===== config.mk =====
export PLATFORM = sky130hd
export DESIGN_NAME = index_free_list_allocator
export DESIGN_NICKNAME = d
export VERILOG_FILES = /design/src/rtl/ifla_pkg.sv /design/src/rtl/index_free_list_allocator.sv /design/src/rtl/ifla_ram.sv
export SDC_FILE = /design/constraint.sdc
export NUM_CORES = 1
export LEC_CHECK = 0
export BUFFER_PORTS_ARGS = -buffer_cell sky130_fd_sc_hd__clkbuf_2
export CAP_MARGIN = 10
export CELL_PAD_IN_SITES_DETAIL_PLACEMENT = 0
export CELL_PAD_IN_SITES_GLOBAL_PLACEMENT = 1
export CORE_MARGIN = 3
export CORE_UTILIZATION = 35
export CTS_BUF_LIST = sky130_fd_sc_hd__clkbuf_4 sky130_fd_sc_hd__clkbuf_8 sky130_fd_sc_hd__clkbuf_16
export DETAILED_ROUTE_END_ITERATION = 8
export GPL_TIMING_DRIVEN = 1
export PLACE_DENSITY = 0.59
export SETUP_SLACK_MARGIN = 0.4
export SYNTH_ARGS = -nofsm -noshare
export SYNTH_HDL_FRONTEND = slang
export SYNTH_HIERARCHICAL = 1
export SYNTH_SLANG_ARGS = --single-unit

===== constraint.sdc =====
create_clock -name clk -period 5.6 [get_ports clk]
set_clock_uncertainty 0.2 [all_clocks]
set_input_delay 1.12 -clock clk [delete_from_list [all_inputs] [get_ports clk]]
set_output_delay 1.12 -clock clk [all_outputs]
set_load 0.05 [all_outputs]

===== src/rtl/ifla_pkg.sv =====
// Package for the index free-list allocator: pool size, link and count widths,
// request and response types, and the request and status codes.
// Has no dependencies; the allocator top level imports it, ifla_ram does not.
package ifla_pkg;

  localparam int CAPACITY = 16;
  localparam int ADDR_W   = $clog2(CAPACITY);
  localparam int LINK_W   = $clog2(CAPACITY + 1);
  localparam int SLOT_W   = 4;
  localparam int COUNT_W  = 5;
  localparam int STATUS_W = 2;

  localparam logic [LINK_W-1:0] NULL_LINK = LINK_W'(CAPACITY);

  localparam logic REQ_ALLOC   = 1'b0;
  localparam logic REQ_RELEASE = 1'b1;

  localparam logic [STATUS_W-1:0] ST_OK       = 2'd0;
  localparam logic [STATUS_W-1:0] ST_FULL     = 2'd1;
  localparam logic [STATUS_W-1:0] ST_NOT_USED = 2'd2;

  typedef struct packed {
    logic              req_type;
    logic [SLOT_W-1:0] release_id;
  } req_t;

  typedef struct packed {
    logic [SLOT_W-1:0]   slot_index;
    logic [STATUS_W-1:0] status;
    logic [COUNT_W-1:0]  in_use_count;
  } rsp_t;

endpackage


===== src/rtl/index_free_list_allocator.sv =====
// Top level of the index free-list allocator: request sequencer, list heads and
// output register around the link RAM. Depends on ifla_pkg and ifla_ram.
//
//   channel | signals                  | direction | payload
//   request | req_valid, req_ready    | in        | req  (ifla_pkg::req_t)
//   response| rsp_valid, rsp_ready    | out       | rsp  (ifla_pkg::rsp_t)
//
// After reset every link RAM entry is initialised before the first request is
// taken. An allocate passes through S_ALLOC and S_RESULT before its response is
// loaded; a full pool goes straight to S_RESULT. A release walks the in-use list
// at one link RAM read per cycle, over at most CAPACITY nodes. One request is in
// flight at a time; a new one is accepted while the previous response waits.
module index_free_list_allocator (
  input  logic          clk,
  input  logic          rst,
  input  logic          req_valid,
  output logic          req_ready,
  input  ifla_pkg::req_t req,
  output logic          rsp_valid,
  input  logic          rsp_ready,
  output ifla_pkg::rsp_t rsp
);

  import ifla_pkg::*;

  localparam logic [2:0] S_INIT   = 3'd0;
  localparam logic [2:0] S_IDLE   = 3'd1;
  localparam logic [2:0] S_ALLOC  = 3'd2;
  localparam logic [2:0] S_WALK   = 3'd3;
  localparam logic [2:0] S_FREE   = 3'd4;
  localparam logic [2:0] S_RESULT = 3'd5;

  logic [2:0]         state, state_next;
  logic [ADDR_W-1:0]  init_idx, init_idx_next;
  logic [LINK_W-1:0]  free_head, free_head_next;
  logic [LINK_W-1:0]  used_head, used_head_next;
  logic [COUNT_W-1:0] count, count_next;
  logic [LINK_W-1:0]  node, node_next;
  logic [LINK_W-1:0]  prev, prev_next;
  logic [LINK_W-1:0]  steps, steps_next;
  logic [SLOT_W-1:0]  rid, rid_next;
  rsp_t               res, res_next;

  logic              ram_we;
  logic [ADDR_W-1:0] ram_waddr;
  logic [LINK_W-1:0] ram_wdata;
  logic [ADDR_W-1:0] ram_raddr;
  logic [LINK_W-1:0] ram_rdata;
  logic              load;

  ifla_ram #(
    .WIDTH (LINK_W),
    .DEPTH (CAPACITY)
  ) u_link_ram (
    .clk   (clk),
    .we    (ram_we),
    .waddr (ram_waddr),
    .wdata (ram_wdata),
    .raddr (ram_raddr),
    .rdata (ram_rdata)
  );

  assign req_ready = (state == S_IDLE);
  assign load      = (state == S_RESULT) && (!rsp_valid || rsp_ready);

  always_comb begin
    state_next     = state;
    init_idx_next  = init_idx;
    free_head_next = free_head;
    used_head_next = used_head;
    count_next     = count;
    node_next      = node;
    prev_next      = prev;
    steps_next     = steps;
    rid_next       = rid;
    res_next       = res;
    ram_we         = 1'b0;
    ram_waddr      = '0;
    ram_wdata      = '0;
    ram_raddr      = '0;

    unique case (state)
      S_INIT: begin
        ram_we        = 1'b1;
        ram_waddr     = init_idx;
        ram_wdata     = LINK_W'(init_idx) + LINK_W'(1);
        init_idx_next = init_idx + ADDR_W'(1);
        if (init_idx == ADDR_W'(CAPACITY - 1)) begin
          state_next = S_IDLE;
        end
      end
      S_IDLE: begin
        if (req_valid) begin
          rid_next = req.release_id;
          if (req.req_type == REQ_ALLOC) begin
            if (free_head >= NULL_LINK) begin
              res_next.slot_index   = '0;
              res_next.status       = ST_FULL;
              res_next.in_use_count = count;
              state_next            = S_RESULT;
            end else begin
              ram_raddr  = free_head[ADDR_W-1:0];
              node_next  = free_head;
              state_next = S_ALLOC;
            end
          end else begin
            if (used_head >= NULL_LINK) begin
              res_next.slot_index   = req.release_id;
              res_next.status       = ST_NOT_USED;
              res_next.in_use_count = count;
              state_next            = S_RESULT;
            end else begin
              ram_raddr  = used_head[ADDR_W-1:0];
              node_next  = used_head;
              prev_next  = NULL_LINK;
              steps_next = '0;
              state_next = S_WALK;
            end
          end
        end
      end
      S_ALLOC: begin
        ram_we                = 1'b1;
        ram_waddr             = node[ADDR_W-1:0];
        ram_wdata             = used_head;
        free_head_next        = ram_rdata;
        used_head_next        = node;
        count_next            = count + COUNT_W'(1);
        res_next.slot_index   = SLOT_W'(node);
        res_next.status       = ST_OK;
        res_next.in_use_count = count + COUNT_W'(1);
        state_next            = S_RESULT;
      end
      S_WALK: begin
        if (node == LINK_W'(rid)) begin
          if (count == '0) begin
            res_next.slot_index   = rid;
            res_next.status       = ST_NOT_USED;
            res_next.in_use_count = count;
            state_next            = S_RESULT;
          end else begin
            if (prev >= NULL_LINK) begin
              used_head_next = ram_rdata;
            end else begin
              ram_we    = 1'b1;
              ram_waddr = prev[ADDR_W-1:0];
              ram_wdata = ram_rdata;
            end
            state_next = S_FREE;
          end
        end else if (ram_rdata >= NULL_LINK || steps == LINK_W'(CAPACITY - 1)) begin
          res_next.slot_index   = rid;
          res_next.status       = ST_NOT_USED;
          res_next.in_use_count = count;
          state_next            = S_RESULT;
        end else begin
          ram_raddr  = ram_rdata[ADDR_W-1:0];
          prev_next  = node;
          node_next  = ram_rdata;
          steps_next = steps + LINK_W'(1);
        end
      end
      S_FREE: begin
        ram_we                = 1'b1;
        ram_waddr             = node[ADDR_W-1:0];
        ram_wdata             = free_head;
        free_head_next        = node;
        count_next            = count - COUNT_W'(1);
        res_next.slot_index   = rid;
        res_next.status       = ST_OK;
        res_next.in_use_count = count - COUNT_W'(1);
        state_next            = S_RESULT;
      end
      S_RESULT: begin
        if (load) begin
          state_next = S_IDLE;
        end
      end
      default: begin
        state_next = S_INIT;
      end
    endcase
  end

  always_ff @(posedge clk) begin
    if (rst) begin
      state     <= S_INIT;
      init_idx  <= '0;
      free_head <= '0;
      used_head <= NULL_LINK;
      count     <= '0;
      rsp_valid <= 1'b0;
    end else begin
      state     <= state_next;
      init_idx  <= init_idx_next;
      free_head <= free_head_next;
      used_head <= used_head_next;
      count     <= count_next;
      if (load) begin
        rsp_valid <= 1'b1;
      end else if (rsp_ready) begin
        rsp_valid <= 1'b0;
      end
    end
  end

  always_ff @(posedge clk) begin
    node  <= node_next;
    prev  <= prev_next;
    steps <= steps_next;
    rid   <= rid_next;
    res   <= res_next;
    if (load) begin
      rsp <= res;
    end
  end

endmodule


===== src/rtl/ifla_ram.sv =====
// Generic single-port-write, single-port-read RAM with a registered read.
// Width and depth are parameters; no package dependencies.
module ifla_ram #(
  parameter int WIDTH = 8,
  parameter int DEPTH = 16
) (
  input  logic                     clk,
  input  logic                     we,
  input  logic [$clog2(DEPTH)-1:0] waddr,
  input  logic [WIDTH-1:0]         wdata,
  input  logic [$clog2(DEPTH)-1:0] raddr,
  output logic [WIDTH-1:0]         rdata
);

  logic [WIDTH-1:0] mem [DEPTH];

  always_ff @(posedge clk) begin
    if (we) begin
      mem[waddr] <= wdata;
    end
    rdata <= mem[raddr];
  end

endmodule

### Word level (Yosys, flattened, before mapping)

Memory sizes are Yosys's and may differ from the RTL's. A register that Yosys moved wholly into a read port is not among the register bits.
Cells that the tools add are included.
W data, S select, Z words.

| word-level totals | value |
|---|---|
| memory bits (writable) | 80 |
| bits in latches | 0 |
| memories | 1 |
| bits in registers | 64 |
| output and inout bits | 13 |
| word-level logic and storage cells | 135 |
| ROM bits | 0 |
| input port bits | 9 |

| cells by class | value |
|---|---|
| reductions and logical operators | 19 |
| bitwise gates (word level) | 0 |
| multiply operators | 0 |
| add/subtract/negate cells | 5 |
| eq/ne operators | 24 |
| order comparisons | 4 |
| div/mod/pow operators | 0 |
| multiplexer cells | 66 |
| shifts and indexed selects | 0 |

Memory list:

| memory | depth | width | read ports | clocked after memory_dff | wr ports | RTL line | RTL |
|---|---|---|---|---|---|---|---|
| u_link_ram.mem | 16 | 5 | 1 | 1 | 1 | ifla_ram.sv:15 | `logic [WIDTH-1:0] mem [DEPTH];` |

Operator list:

| cell | count |
|---|---|
| $mux W5 | 22 |
| $mux W11 | 7 |
| $pmux W5 S2 | 6 |
| $pmux W11 S4 | 1 |
| $mux W4 | 9 |
| $mux W3 | 8 |
| $ge A5 B5 Y1 const B | 4 |
| $pmux W5 S4 | 1 |
| $ne A2 B2 Y1 const B | 9 |
| $reduce_and A6 Y1 | 3 |
| $pmux W3 S5 | 1 |
| $ne A3 B3 Y1 const B | 4 |
| $pmux W4 S3 | 1 |
| $add A5 B1 Y5 const B | 2 |
| $mux W1 | 8 |
| $pmux W4 S2 | 1 |
| $reduce_and A4 Y1 | 2 |
| $reduce_bool A2 Y1 | 4 |
| $eq A3 B2 Y1 const B | 2 |
| $eq A3 B3 Y1 const B | 2 |
| $add A4 B1 Y5 const B | 1 |
| $eq A5 B4 Y1 | 1 |
| $eq A5 B4 Y1 const B | 1 |
| $logic_not A5 Y1 | 1 |
| other kinds (16) | 17 |

### Longest topological paths before layout

Gate-level depths: netlist of run 1.

| logic depth | value |
|---|---|
| depth in word-level cells | 7 |
| depth in mapped cells | 10 |
| gate-level depth less buffers | 9 |

### Hierarchy

The synthesis of run 1 kept the hierarchy.

Modules (own cells, without submodules):

| module | cells each | area each (µm²) | instances | sequential area each (µm²) |
|---|---|---|---|---|
| index_free_list_allocator | 314 | 3244.4 | 1 | 1691.6 |
| ifla_ram | 155 | 3213.1 | 1 | 2502.4 |

### Least setup slack after synthesis of run 1

OpenSTA, ideal clock, no wires.

| timing | value |
|---|---|
| path kind | in2reg |
| start point | input port req[4] (netlist name) |
| end point | register res[0] (netlist name) (enable) |
| data arrival time | 2.821 ns |
| data required time | 4.992 ns |
| buffers on the path | 1 |
| stages on the path | 4 |
| library setup time | 0.408 ns |
| setup slack | 2.171 ns |
| path through | clkbuf_1 -> mux2_2 -> a31oi_1 -> nor4_1 |

| on the way | value |
|---|---|
| cells in the longest elaborated chain, start to end | 2 |
| elaborated cells between the ends (all ways) | 3 |
| classes of those cells | 2 x eq/ne; 1 x reduce/logical |

RTL lines:

| element | RTL line | RTL |
|---|---|---|
| start: declaration | index_free_list_allocator.sv:18 | `input ifla_pkg::req_t req,` |
| $ne A3 B2 Y1 (no source line) or $ne A3 B1 Y1 (tied branches) | -- |  |
| $reduce_and A6 Y1 (no source line) (*) | -- |  |
| end signal: assignment | index_free_list_allocator.sv:212 | `res <= res_next;` |
| end: declaration | index_free_list_allocator.sv:42 | `rsp_t res, res_next;` |

Every way passes the cells marked *; elsewhere a longest branch is shown, timed or not.
A chain may end at the register's enable or synchronous reset.

### Worst setup path in the final report of run 1

| timing | value |
|---|---|
| start point | register state[1] |
| end point | memory u_link_ram/mem[0][1] (netlist name) (enable) |

| on the way | value |
|---|---|
| cells in the longest elaborated chain, start to end | 5 |
| elaborated cells between the ends (all ways) | 10 |
| classes of those cells | 3 x eq/ne; 4 x mux; 3 x reduce/logical |

RTL lines:

| element | RTL line | RTL |
|---|---|---|
| start: declaration | index_free_list_allocator.sv:33 | `logic [2:0] state, state_next;` |
| start signal: assignment | index_free_list_allocator.sv:194 | `state <= state_next;` |
| $eq A3 B3 Y1 (tied with other cells) | index_free_list_allocator.sv:82 | `unique case (state)` |
| $reduce_or A3 Y1 (no source line) | -- |  |
| $pmux W1 S2 (*) | index_free_list_allocator.sv:82 |  |
| via ram_we | index_free_list_allocator.sv:44 | `logic ram_we;` |
| $mux W1 (*) | ifla_ram.sv:18 | `if (we) begin` |
| $mux W1 (not written as such) (*) | ifla_ram.sv:19 | `mem[waddr] <= wdata;` |
| end: declaration | ifla_ram.sv:15 |  |

The timed path passes the listed nets; every way through them passes the cells marked *.

==> results of run 1 <==
-- state kept, by name, summed over array words and instances, names as in the netlist --
| signal | flops |
|---|---|
| u_link_ram/mem | 80 |
| rsp_valid | 1 |
| used_head | 5 |
| rsp | 11 |
| node | 5 |
| res | 11 |
| u_link_ram/rdata | 5 |
| init_idx | 4 |
| free_head | 5 |
| prev | 5 |
| state | 3 |
| count | 5 |
| steps | 5 |
| rid | 4 |
-- final cells by class --
cell class / instances / area share, %
clock inverter: 14 / 1.625
clock buffer: 18 / 5.918
tap: 229 / 3.917
timing repair buffer: 30 / 2.360
multi-input combinational: 279 / 27.98
inverter: 17 / 0.8722
sequential: 149 / 57.33
-- metrics by stage --
stage	cell area, sq um	setup WS (ns)
6_report	7316	1.380
3_5_place_dp	6764	1.289
4_1_cts	7316	1.373
3_3_place_gp	6764	1.454
2_1_floorplan	6457	2.171
5_1_grt	7316	1.114
-- power breakdown --
| group | switching (mW) | internal [mW] | total [mW] |
|---|---|---|---|
| Clock | 0.479 | 0.586 | 1.06 |
| Sequential | 0.159 | 1.53 | 1.69 |
| Combinational | 0.557 | 0.298 | 0.854 |
-- logic make-up after synthesis --
family | synth area share (%)
AND/OR/NAND/NOR | 10.93
buffers and inverters | 3.507
XOR/XNOR | 2.034
multiplexers | 8.409
adder cells (fa/ha/maj) | 0.9688
AO/OA/AOI/OAI | 9.204
flip-flops | 64.95
-- critical path, delay by kind of cell, from the launching register on --
family             cells  cell delay, ns
AOI/OAI and AO/OA      1            0.41
and+or+nand+nor        5            2.59
DFF                    1            0.64
-- layer usage --
layer	up-vias	wire [um]	track usage [%]
met1	1991	7124	22.09
met4	0	287	5.808
met3	22	587	3.370
li1	1856	-	-
met2	99	7066	24.49
met5	-	0	0
-- layout by cell type (no fill, tap or decap), types with 2 or more instances in the layout --
cell / netlist / layout
a211oi_1: 8 / 8
a21oi_1: 11 / 11
a221oi_1: 2 / 2
a222oi_1: 5 / 5
a22o_2: 2 / 2
a22oi_1: 10 / 10
a2bb2oi_1: 2 / 2
a311oi_1: 3 / 3
a31oi_1: 6 / 6
and2_1: 5 / 5
and3_1: 8 / 8
buf_4: 2 / 9
clkbuf_16: 0 / 17
clkbuf_2: 0 / 21
clkinv_1: 1 / 3
clkinv_4: 0 / 4
dfxtp_1: 28 / 28
edfxtp_1: 121 / 121
ha_1: 5 / 5
inv_1: 16 / 16
inv_6: 0 / 3
inv_8: 0 / 4
mux2_2: 2 / 2
mux2i_1: 7 / 7
mux4_2: 20 / 20
nand2_1: 35 / 35
nand2b_1: 5 / 5
nand3_1: 17 / 17
nand3b_1: 2 / 2
nand4_1: 4 / 4
nor2_1: 48 / 48
nor2b_1: 4 / 4
nor3_1: 6 / 6
nor3b_1: 4 / 4
o211ai_1: 2 / 2
o21ai_0: 19 / 17
o22ai_1: 9 / 9
xnor2_1: 5 / 5
xor2_1: 10 / 10
-- worst min path at each step --
| stage | endpoint | slack [ns] | depth (start not counted) |
|---|---|---|---|
| floorplan | rsp[0] | 0.20 | 0 |
| global placement | rsp[1] | 0.20 | 0 |
| detailed placement | rsp[10] | 0.20 | 0 |
| CTS | rsp[4] | 0.22 | 0 |
| global route | rsp[4] | 0.22 | 0 |
| finish | rsp[10] | 0.22 | 0 |
==> metrics.yaml, run 1 <==
relSlewSlack_pct: 33.97
wire_per_inst_um: 20.47
syn_nets: 483
critPathCapture: "u_link_ram/mem[0][1]"
hold_viol_final: 0
critical-path-slowest-cell: "nor3_1"
fin_cells: 736
cts-root-buf: "clkbuf_16"
multi_input_area_sq_um: 2047
synthToLayoutAreaGrowth_pct: 13.29
fmax_ghz: 0.2370
grt_usage_pct: 15.83
dieArea_sq_um: 20120
diodes: 0
reg2reg_setup_slack_ns: 1.38
wirelength_mm: 15.07
utilization_pct: 40.59
outcome: "finished, final reports clean"
yosysMostFrequentCell: "edfxtp_1"
gp_congestion: 0.8743
synth_area_sq_um: 6457
dp_cells: 704
grt_max_degree: 28
cellLeakagePower_nw: 2.516
clk_latency_ns: 0.42
synth-seq-cells: 149
crit_arrival_ns: 4.07
ant_nets: 0
cts_setup_buffers: 0
drc_errors: 0
grt_pass1_vias: 4081
ios: 22
crit_type: "flop to flop"
min_period_over_period_pct: 75.36
antenna_found_initial: 0
crit_chain: "nand2b_1 > nor2_2 > and4b_1 > a2bb2oi_1 > or3b_2 > nor3_1"
synth_area_leaders: "edfxtp_1 56%, dfxtp_1 8.7%, mux4_2 7.0%"
grt_pass1_wl_mm: 23.72
synth.top_cell.area_share_pct: 56.27
p_total_mw: 3.608
yosys_warnings: 6
rr_startpoint: "state[1]"
synthTopCellsByCount: "121 x edfxtp_1, 48 x nor2_1, 35 x nand2_1"
period_needed_ns: 4.220
cts-buffers-inserted: 17
dp.final_hpwl_mm: 10.37
rsz0062_at_grt: "no"
avgSynthCellArea_sq_um: 13.77
via_per_inst: 5.391
regArea_sq_um: 4194
yosys.area.top_type: "edfxtp_1"
async_reset_ff_share_pct: 0
clock_path_buffers: 2
hold_start: "res[10]"
reg2reg_depth: 6
htreeDepth: 4
cts_resized: 0
worst_slew_pin_slew_ns: 0.9868
max-cap-violations: 0
critPathLaunch: "state[1]"
drv_slew: 0
setup_viol: 0
hold_ws_ns: 0.2178
core_area_sq_um: 18020
vdd_drop_max_mv: 0.2628
p_per_area_nw_per_um2: 493.1
initialDrtViolationCount: 288
cts_tree: "built"
synth_edf_count: 121
nets: 508
hold_buffers: 0
netlist_instances: 469
cp.required_ns: 5.45
fillers: 1703
synthFlopType: "edfxtp_1"
start_util_pct: 35.83
drive_gt1_share_pct: 18.34
port_buffers: 21
first_pass_iters: 4
synth.distinct_cells: 51
setup_tns_ns: 0
clk_pin_slew_ns: 0.06
crit_path_end_kind: "flop"
num_vias: 3968
overflow: 0
rows: 49
hp-class: "flop to flop"
reg2reg_to: "u_link_ram/mem[0][1]"
chipWidth_um: 141.8
startpoint_type: "flop"
cts_sinks: 149
slowest_delay_ns: 0.65
crit_path_max_fanout: 17
yosysSeqAreaShare_pct: 64.95
die_h_um: 141.8
Power figures use the tool's default switching activity.
==> run 2: changes to the inputs <==
- PLACE_DENSITY: 0.59 -> 0.61
- clock period: 5.6 -> 3.6 ns (I/O delays scaled with it)
==> metrics.yaml, run 2 (synthesized netlist as in run 1, its figures left out) <==
grt_max_degree: 23
setup_tns_ns: 0
final_common_cell: "edfxtp_1"
p_int_mw: 4.146
utilization_pct: 43.17
power.share.switching_pct: 32.17
chipWidth_um: 141.8
port_buffers: 21
reg2reg_to: "u_link_ram/mem[4][2]"
rsz0062_at_grt: "yes"
htreeDepth: 4
setup_ws_ns: 0.4640
cellLeakagePower_nw: 2.744
worst_slew_pin_slew_ns: 0.6525
reg2reg_depth: 10
postPlaceCellArea_sq_um: 6999
gp_congestion: 0.8558
reg2reg_setup_slack_ns: 0.46
hold_path_end: "rsp[10]"
grt_pass1_wl_mm: 24.29
crit_path_max_fanout: 6
rows: 49
fin_cells: 769
multi_input_area_sq_um: 2138
ios: 22
p_per_area_nw_per_um2: 785.5
comb_power_share_pct: 26.2
cts_tree: "built"
fmax_ghz: 0.3189
setup_viol: 0
wirelength_mm: 15.77
p_total_mw: 6.112
pwr-share-clk_pct: 31.1
diodes: 0
dieArea_sq_um: 20120
cts_sinks: 149
largestRegisters: "u_link_ram/mem x80, res x11, rsp x11"
crit_type: "flop to flop"
ant_nets: 0
wire_per_inst_um: 20.50
initialDrtViolationCount: 295
hold_ws_ns: 0.2158
dp.final_hpwl_mm: 10.78
dp_cells: 733
hp-class: "flop to flop"
clock_path_buffers: 2
crit_path_end_kind: "flop"
via_per_inst: 5.443
crit_arrival_ns: 3.08
clk_pin_slew_ns: 0.07
whs_path_depth: 0
final_cell_mix: "121 x edfxtp_1, 39 x nor2_1, 38 x buf_4, 35 x nand2_1, 26 x dfxtp_1"
first_pass_iters: 4
drv_slew: 0
cp.required_ns: 3.55
core_area_sq_um: 18020
hold_buffers: 0
drc_errors: 0
antenna_found_initial: 0
grt_pass1_vias: 4160
max-cap-violations: 0
post-route-cell-area_sq_um: 7781
outcome: "finished, final reports clean"
die_h_um: 141.8
min_period_over_period_pct: 87.11
nets: 541
largest-register: "u_link_ram/mem"
relSlewSlack_pct: 56.04
pre_cts_slack_ns: 0.1682
period_needed_ns: 3.136
hold_viol_final: 0
hold_start: "res[10]"
overflow: 0
synthToLayoutAreaGrowth_pct: 20.50
fillers: 1644
startpoint_type: "flop"
pwr-share-seq_pct: 42.7
vdd_drop_max_mv: 0.5262
grt_usage_pct: 16.25
cts-root-buf: "clkbuf_16"
clk_latency_ns: 0.43
cts-buffers-inserted: 17
p_sw_mw: 1.966
start_util_pct: 35.83
regArea_sq_um: 4202
drive_gt1_share_pct: 27.78
num_vias: 4186
largest_reg_flops: 80
rr_startpoint: "count[0]"
run 2: final cells by class:
cell class              instances  share of cell area [%]
clock inverters                13                   2.332
well taps                     229                   3.682
inverters                      17                  0.8844
multi-input cells             279                   27.48
repair buffers                 63                   5.805
flip-flops and latches        149                   54.00
clock buffers                  19                   5.821
run 2: routing by layer:
| metal | vias up | GRT usage (%) | wire, um |
|---|---|---|---|
| met2 | 114 | 26.26 | 7751 |
| li1 | 1917 | - | - |
| met4 | 0 | 6.212 | 356 |
| met1 | 2124 | 21.37 | 6946 |
| met5 | - | 0 | 0 |
| met3 | 31 | 3.741 | 712 |
run 2: worst max path at each step:
stage | startpoint | endpoint | slack (ns) | depth (start not counted)
floorplan | count[0] | u_link_ram/mem[3][0] | 0.41 | 10
global placement | count[0] | u_link_ram/mem[1][0] | 0.25 | 9
detailed placement | count[0] | u_link_ram/mem[1][4] | 0.17 | 9
CTS | count[0] | u_link_ram/mem[7][0] | 0.39 | 9
global route | count[0] | u_link_ram/mem[5][1] | 0.35 | 9
finish | count[0] | u_link_ram/mem[4][2] | 0.46 | 10
run 2: timing repair:
item                       in CTS  in global routing
setup buffers                   0                  2
gates resized for setup        13                 19
setup endpoints to repair      45                 50
cloned                          0                  2
pin swaps                       4                  4
run 2: power by group through the flow:
stage               clock network, mW  registers [mW]  logic (mW)
floorplan                           0            2.55       0.975
global placement                    0            2.63        1.46
detailed placement                  0            2.63        1.49
CTS                              1.94            2.60        1.56
global route                     2.02            2.64        1.74
finish                           1.90            2.61        1.60
run 2: critical path, cell delays in order (launching register included):
cell and delay, ns:
dfxtp_4 0.36, inv_4 0.07, ha_4 0.14, or4b_4 0.47, and3_4 0.19, and4b_2 0.29
a222oi_1 0.27, inv_1 0.13, nand3b_1 0.34, nor3_2 0.21, buf_4 0.18
